**config.mk**
```make
export PLATFORM = sky130hd
export DESIGN_NAME = sensor_reply_packet_deframer
export DESIGN_NICKNAME = d
export VERILOG_FILES = /design/src/sv/srpd_pkg.sv /design/src/sv/sensor_reply_packet_deframer.sv /design/src/sv/srpd_parser.sv /design/src/sv/srpd_out_buf.sv
export SDC_FILE = /design/constraint.sdc
export NUM_CORES = 1
export LEC_CHECK = 0
export ABC_AREA = 1
export BUFFER_PORTS_ARGS = -buffer_cell sky130_fd_sc_hd__buf_2
export CAP_MARGIN = 20
export CORE_MARGIN = 1.5
export CORE_UTILIZATION = 45
export CTS_CLUSTER_SIZE = 30
export DETAILED_ROUTE_END_ITERATION = 10
export SETUP_SLACK_MARGIN = 0.5
export SYNTH_ARGS = -nofsm -noshare
export SYNTH_HDL_FRONTEND = slang
export SYNTH_SLANG_ARGS = --single-unit
```
**constraint.sdc**
```tcl
create_clock -name aclk -period 6 [get_ports aclk]
set_input_delay 0.3 -clock aclk [delete_from_list [all_inputs] [get_ports aclk]]
set_output_delay 0.3 -clock aclk [all_outputs]
set_load 0.01 [all_outputs]
```
**src/sv/srpd_pkg.sv**
```systemverilog
// Shared types and constants for the sensor reply packet deframer.
package srpd_pkg;

    localparam int DEFAULT_MAX_PAYLOAD = 256;
    localparam logic [15:0] START_CODE_RESET = 16'hEF01;
    localparam int TDATA_W = 24;

    typedef enum logic [2:0] {
        PH_HUNT       = 3'd0,
        PH_START_LOW  = 3'd1,
        PH_ADDRESS    = 3'd2,
        PH_TYPE       = 3'd3,
        PH_LEN_HIGH   = 3'd4,
        PH_LEN_LOW    = 3'd5,
        PH_PAYLOAD    = 3'd6,
        PH_CHECKSUM   = 3'd7
    } srpd_phase_t;

    typedef enum logic [1:0] {
        STATUS_OK        = 2'd0,
        STATUS_BAD_START = 2'd1,
        STATUS_BAD_LEN   = 2'd2,
        STATUS_BAD_SUM   = 2'd3
    } srpd_status_t;

    typedef enum logic {
        KIND_PAYLOAD = 1'b0,
        KIND_STATUS  = 1'b1
    } srpd_kind_t;

    typedef struct packed {
        srpd_kind_t   item_kind;
        logic [7:0]   payload_byte;
        logic [7:0]   packet_type;
        srpd_status_t status;
        logic         last;
    } srpd_result_t;

endpackage

```
**src/sv/sensor_reply_packet_deframer.sv**
```systemverilog
// Top level of the sensor reply packet deframer.
// The slave stream takes one received serial byte per request in s_tdata[7:0].
// The master stream gives one request per payload byte (m_tuser 0) and one
// status request at the end of each packet or on an error (m_tuser 1, m_tlast 1).
// Status codes are ok, bad start byte, bad length and checksum mismatch.
// Each byte is parsed in the cycle it is accepted; its result, if any, is registered in the
// output buffer (main entry, or skid entry while main is full) before it is valid on the master side.
// Throughput is one byte per cycle while the output buffer is not full, set by the
// parser, which decodes each byte when accepted, and the two-entry buffer behind it.
// When the receiver stalls, one more result is held in the skid entry and
// s_tready drops only once both entries are full.
// The user must write the start code through cfg_wr_en and cfg_wr_data only while idle; the block does not enforce it.
// A synchronous active-low reset returns the parser to hunting for the start
// byte, empties the output buffer and restores the start code to its default.
module sensor_reply_packet_deframer
    import srpd_pkg::*;
#(
    parameter int MAX_PAYLOAD = DEFAULT_MAX_PAYLOAD
) (
    input  logic               aclk,
    input  logic               aresetn,
    input  logic               cfg_wr_en,
    input  logic [15:0]        cfg_wr_data,
    input  logic               s_tvalid,
    output logic               s_tready,
    input  logic [7:0]         s_tdata,   // rx_byte
    output logic               m_tvalid,
    input  logic               m_tready,
    output logic [TDATA_W-1:0] m_tdata,   // payload_byte, packet_type, status, zero fill
    output logic               m_tuser,   // item_kind
    output logic               m_tlast
);

    logic [15:0]  start_code_reg;
    logic         accept;
    logic         res_valid;
    srpd_result_t res;
    srpd_result_t out_res;

    assign accept = s_tvalid && s_tready;

    always_ff @(posedge aclk) begin
        if (!aresetn) begin
            start_code_reg <= START_CODE_RESET;
        end else if (cfg_wr_en) begin
            start_code_reg <= cfg_wr_data;
        end
    end

    srpd_parser #(
        .MAX_PAYLOAD(MAX_PAYLOAD)
    ) u_parser (
        .aclk      (aclk),
        .aresetn   (aresetn),
        .in_valid  (accept),
        .in_byte   (s_tdata),
        .start_code(start_code_reg),
        .res_valid (res_valid),
        .res       (res)
    );

    srpd_out_buf u_out_buf (
        .aclk     (aclk),
        .aresetn  (aresetn),
        .in_valid (res_valid),
        .in_data  (res),
        .in_ready (s_tready),
        .out_valid(m_tvalid),
        .out_data (out_res),
        .out_ready(m_tready)
    );

    assign m_tdata = {6'd0, out_res.status, out_res.packet_type, out_res.payload_byte};
    assign m_tuser = out_res.item_kind;
    assign m_tlast = out_res.last;

`ifndef SYNTHESIS
    a_last_is_status: assert property (@(posedge aclk) disable iff (!aresetn)
        m_tvalid |-> (m_tlast == m_tuser))
        else $error("last flag does not match status kind");

    a_payload_clean: assert property (@(posedge aclk) disable iff (!aresetn)
        (m_tvalid && (m_tuser == KIND_PAYLOAD)) |-> (m_tdata[17:16] == STATUS_OK))
        else $error("payload request carries a nonzero status");

    a_stall_only_full: assert property (@(posedge aclk) disable iff (!aresetn)
        !s_tready |-> m_tvalid)
        else $error("input stalled while output buffer is empty");

    a_status_no_byte: assert property (@(posedge aclk) disable iff (!aresetn)
        (m_tvalid && (m_tuser == KIND_STATUS)) |-> (m_tdata[7:0] == 8'd0))
        else $error("status request carries a payload byte");
`endif

endmodule

```
**src/sv/srpd_parser.sv**
```systemverilog
// Packet header, payload and checksum parser for one received byte per cycle.
module srpd_parser
    import srpd_pkg::*;
#(
    parameter int MAX_PAYLOAD = DEFAULT_MAX_PAYLOAD
) (
    input  logic         aclk,
    input  logic         aresetn,
    input  logic         in_valid,
    input  logic [7:0]   in_byte,
    input  logic [15:0]  start_code,
    output logic         res_valid,
    output srpd_result_t res
);

    localparam int PLEN_W = $clog2(MAX_PAYLOAD + 1);
    localparam int CNT_W = (PLEN_W > 2) ? PLEN_W : 2;
    localparam logic [CNT_W-1:0] ADDR_LAST = CNT_W'(3);

    srpd_phase_t       phase_reg, phase_next;
    logic [CNT_W-1:0]  cnt_reg, cnt_next;
    logic [7:0]        len_high_reg, len_high_next;
    logic [PLEN_W-1:0] plen_reg, plen_next;
    logic [15:0]       sum_reg, sum_next;
    logic [7:0]        type_reg, type_next;
    logic [7:0]        chk_high_reg, chk_high_next;

    logic [15:0]       len_full;
    logic [15:0]       len_minus;
    logic [15:0]       sum_add;
    logic [CNT_W-1:0]  cnt_inc;
    logic              len_bad;

    assign len_full  = {len_high_reg, in_byte};
    assign len_minus = len_full - 16'd2;
    assign len_bad   = (len_full < 16'd2) || (len_minus > 16'(MAX_PAYLOAD));
    assign sum_add   = sum_reg + {8'd0, in_byte};
    assign cnt_inc   = cnt_reg + CNT_W'(1);

    always_comb begin
        phase_next    = phase_reg;
        cnt_next      = cnt_reg;
        len_high_next = len_high_reg;
        plen_next     = plen_reg;
        sum_next      = sum_reg;
        type_next     = type_reg;
        chk_high_next = chk_high_reg;
        res_valid     = 1'b0;
        res           = '0;
        if (in_valid) begin
            case (phase_reg)
                PH_HUNT: begin
                    if (in_byte == start_code[15:8]) begin
                        phase_next = PH_START_LOW;
                    end
                end
                PH_START_LOW: begin
                    cnt_next = '0;
                    if (in_byte != start_code[7:0]) begin
                        res_valid     = 1'b1;
                        res.item_kind = KIND_STATUS;
                        res.status    = STATUS_BAD_START;
                        res.last      = 1'b1;
                        phase_next    = PH_HUNT;
                    end else begin
                        phase_next = PH_ADDRESS;
                    end
                end
                PH_ADDRESS: begin
                    if (cnt_reg == ADDR_LAST) begin
                        phase_next = PH_TYPE;
                        cnt_next   = '0;
                    end else begin
                        cnt_next = cnt_inc;
                    end
                end
                PH_TYPE: begin
                    type_next  = in_byte;
                    sum_next   = {8'd0, in_byte};
                    phase_next = PH_LEN_HIGH;
                end
                PH_LEN_HIGH: begin
                    len_high_next = in_byte;
                    sum_next      = sum_add;
                    phase_next    = PH_LEN_LOW;
                end
                PH_LEN_LOW: begin
                    sum_next = sum_add;
                    cnt_next = '0;
                    if (len_bad) begin
                        res_valid       = 1'b1;
                        res.item_kind   = KIND_STATUS;
                        res.packet_type = type_reg;
                        res.status      = STATUS_BAD_LEN;
                        res.last        = 1'b1;
                        phase_next      = PH_HUNT;
                    end else begin
                        plen_next  = len_minus[PLEN_W-1:0];
                        phase_next = (len_minus == 16'd0) ? PH_CHECKSUM : PH_PAYLOAD;
                    end
                end
                PH_PAYLOAD: begin
                    sum_next = sum_add;
                    if (cnt_inc == CNT_W'(plen_reg)) begin
                        phase_next = PH_CHECKSUM;
                        cnt_next   = '0;
                    end else begin
                        cnt_next = cnt_inc;
                    end
                    res_valid        = 1'b1;
                    res.item_kind    = KIND_PAYLOAD;
                    res.payload_byte = in_byte;
                    res.packet_type  = type_reg;
                    res.status       = STATUS_OK;
                end
                PH_CHECKSUM: begin
                    if (cnt_reg == '0) begin
                        chk_high_next = in_byte;
                        cnt_next      = CNT_W'(1);
                    end else begin
                        res_valid       = 1'b1;
                        res.item_kind   = KIND_STATUS;
                        res.packet_type = type_reg;
                        res.status      = ({chk_high_reg, in_byte} == sum_reg) ?
                                          STATUS_OK : STATUS_BAD_SUM;
                        res.last        = 1'b1;
                        phase_next      = PH_HUNT;
                        cnt_next        = '0;
                    end
                end
                default: begin
                    phase_next = PH_HUNT;
                    cnt_next   = '0;
                end
            endcase
        end
    end

    always_ff @(posedge aclk) begin
        if (!aresetn) begin
            phase_reg    <= PH_HUNT;
            cnt_reg      <= '0;
            len_high_reg <= '0;
            plen_reg     <= '0;
            sum_reg      <= '0;
            type_reg     <= '0;
            chk_high_reg <= '0;
        end else begin
            phase_reg    <= phase_next;
            cnt_reg      <= cnt_next;
            len_high_reg <= len_high_next;
            plen_reg     <= plen_next;
            sum_reg      <= sum_next;
            type_reg     <= type_next;
            chk_high_reg <= chk_high_next;
        end
    end

endmodule

```
**src/sv/srpd_out_buf.sv**
```systemverilog
// Two-entry output register with skid stage for deframer results.
module srpd_out_buf
    import srpd_pkg::*;
(
    input  logic         aclk,
    input  logic         aresetn,
    input  logic         in_valid,
    input  srpd_result_t in_data,
    output logic         in_ready,
    output logic         out_valid,
    output srpd_result_t out_data,
    input  logic         out_ready
);

    logic         main_valid_reg, main_valid_next;
    logic         skid_valid_reg, skid_valid_next;
    srpd_result_t main_data_reg, main_data_next;
    srpd_result_t skid_data_reg, skid_data_next;
    logic         pop;

    assign pop       = main_valid_reg && out_ready;
    assign in_ready  = !skid_valid_reg;
    assign out_valid = main_valid_reg;
    assign out_data  = main_data_reg;

    always_comb begin
        main_valid_next = main_valid_reg;
        skid_valid_next = skid_valid_reg;
        main_data_next  = main_data_reg;
        skid_data_next  = skid_data_reg;
        if (pop) begin
            if (skid_valid_reg) begin
                main_data_next  = skid_data_reg;
                skid_valid_next = 1'b0;
            end else if (in_valid) begin
                main_data_next = in_data;
            end else begin
                main_valid_next = 1'b0;
            end
        end else if (in_valid) begin
            if (!main_valid_reg) begin
                main_data_next  = in_data;
                main_valid_next = 1'b1;
            end else begin
                skid_data_next  = in_data;
                skid_valid_next = 1'b1;
            end
        end
    end

    always_ff @(posedge aclk) begin
        if (!aresetn) begin
            main_valid_reg <= 1'b0;
            skid_valid_reg <= 1'b0;
        end else begin
            main_valid_reg <= main_valid_next;
            skid_valid_reg <= skid_valid_next;
        end
        main_data_reg <= main_data_next;
        skid_data_reg <= skid_data_next;
    end

endmodule
```
==> flow_summary.yaml <==
status:
  status: "completed"
logic_synthesis:
  netlist_instances: 826
  synth_ff_type: "dfxtp_1"
  yosysSeqAreaShare: 0.433
  ys_ff_latch: 117
  async_flop_share: 0
  synth_area_sq_um: 6290
  synth.avg_cell_area_sq_um: 7.61
  synth.top_cell.area_share: 0.252
  ys_warn_count: 0
  synth_edf_count: 38
  yosysTopAreaCell: "dfxtp_1"
  ys_types: 46
  synth_area_leaders: "dfxtp_1, edfxtp_1, nand2_1"
placed_design:
  place_hpwl_um: 10400
  dpl-instance-area_sq_um: 6560
  port_buffers: 50
  gp_congestion: 0.880
  placed_cells: 1024
floorplan:
  start_util: 0.456
  core_sq_um: 13800
  dieArea_sq_um: 14700
  die_w_um: 121
  io_pins: 57
  dieHeight_um: 121
  row_count: 43
final_layout:
  area_growth_pct: 13.3
  seqCellArea_sq_um: 2720
  multiInputGateArea_sq_um: 2940
  layout-drive-gt1-share: 0.128
  fin_area_sq_um: 7120
  final_cell_mix: "nand2_1, inv_1, nor2_1, dfxtp_1, o21ai_0"
  stdcell_count: 1056
  design.final.nets: 904
  fill_cells: 1383
  antenna_cells: 0
  final_common_cell: "nand2_1"
power_and_ir_drop:
  power.total_mw: 1.87
  cellPowerDensity_nw_per_um2: 263
  ir_drop_mv: 0.187
  leakage_nw: 3.03
timing:
  slew_headroom: 0.338
  period_needed_ns: 2.77
  slew_violations: 0
  tns_ns: 0
  worst_pin_slew_ns: 0.994
  setup_violations: 0
  hold_violations: 0
  min_period_over_period: 0.462
  max_freq_mhz: 361
  skew_ns: 0.00847
  hold_ws_ns: 0.0904
  rsz0062_at_grt: "false"
clock_network:
  postCtsHoldBufs: 0
  ctsResizeCount: 0
  cts_sinks: 117
  htree_levels: 4
  cts_made_buffers: 17
  cts_tree: "yes"
  clk_pin_slew_worst_paths_ns: 0.06
  cts_root_buffer: "clkbuf_16"
  clock_path_buffers: 2
  cts_setup_buffers: 0
  clock_latency_ns: 0.42
grt:
  grt.total_usage: 0.210
  grt_pass1_vias: 4867
  grt-ovfl-total: 0
  grt_antenna_before_repair: 0
  grt_max_degree: 50
  grt_pass1_wl_um: 24000
critical_path:
  max_stage_delay_ns: 0.60
  cp.required_ns: 6.36
  crit_chain: "inv_1 -> nand2_1 -> inv_1 -> o21ai_2 -> inv_1 -> nand4_1 -> or2_2 -> a21oi_1"
  worstPathMaxFanout: 21
  critPathSlowestCell: "inv_1"
  cp-start-kind: "flip-flop"
  worstSetupPathType: "reg2reg"
  worstPathArrival_ns: 3.13
  endpoint_kind: "flip-flop"
  crit_top_cell: "inv_1"
hold_path:
  hold_class: "in2reg"
detailed_routing:
  via_count: 5361
  drt-initial-drc-count: 353
  ant_nets: 0
  wl_per_cell_um: 13.7
  routed_wl_um: 14500
  drcViolationCount: 0
  via_per_inst: 5.08
  drt_first_pass_iters: 5
run:
  maxCapViolCount: 0
[through the flow]
step                      setup WS (ns)   util
after floorplan                    2.97      -
after global placement             2.89  0.476
after global routing               2.91  0.517
after detailed placement           2.79  0.476
final                              3.23  0.517
after CTS                          3.21  0.517
[critical path: cells and delay by family, from the launching register on]
kind / cells / cell delay [ns]
buffers and inverters: 3 / 1.18
flip-flops: 1 / 0.38
AND/OR/NAND/NOR: 3 / 0.71
AO/OA/AOI/OAI: 2 / 0.44
[layer usage]
layer | GRT usage | part of all wire
met3 | 0.0475 | 0.047
met4 | 0.0640 | 0.013
met5 | 0 | 0
met2 | 0.335 | 0.46
met1 | 0.284 | 0.48
[report_power, final]
group	switching [mW]	leakage, nW	internal (mW)	total (mW)
clock network	0.384	0.259	0.569	0.952
registers	0.00509	1.05	0.821	0.826
logic	0.0643	1.72	0.0310	0.0953
total	0.453	3.03	1.42	1.87
[cell usage after synthesis, drive strengths merged (14+ instances only)]
master  number
nand2      171
nand3       45
dfxtp       79
inv        111
nor2       105
buf         23
xor2        14
o21ai       65
a21oi       58
edfxtp      38
clkbuf      15
[final timing paths]
check                                 from  cells after the start  slack, ns              endpoint
setup / recovery  u_out_buf.skid_valid_reg                      8       3.23  u_parser.sum_reg[13]
hold / removal             cfg_wr_data[11]                      3       0.09    start_code_reg[11]
setup reg to reg  u_out_buf.skid_valid_reg                      8       3.23  u_parser.sum_reg[13]
hold reg to reg       u_parser.type_reg[7]                      2       0.47  u_parser.type_reg[7]
[cell families (layout without fill, tap and decap cells)]
family | count (synthesis) | in the layout | synth area share
adders and majority gates | 12 | 12 | 0.0251
buffers and inverters | 149 | 194 | 0.103
other | 1 | 6 | 0.000596
and+or+nand+nor | 366 | 366 | 0.264
xor gates and xnor gates | 28 | 28 | 0.0412
AOI/OAI and AO/OA | 153 | 153 | 0.133
DFF | 117 | 117 | 0.433
[cell type report]
type,instances,area share
inverters,111,0.0589
well taps,180,0.0316
multi-input cells,565,0.413
clock buffers,17,0.0597
clock inverters,15,0.0188
flip-flops and latches,117,0.382
repair buffers,51,0.0362
Note: power is estimated with default switching activity, not from simulation.
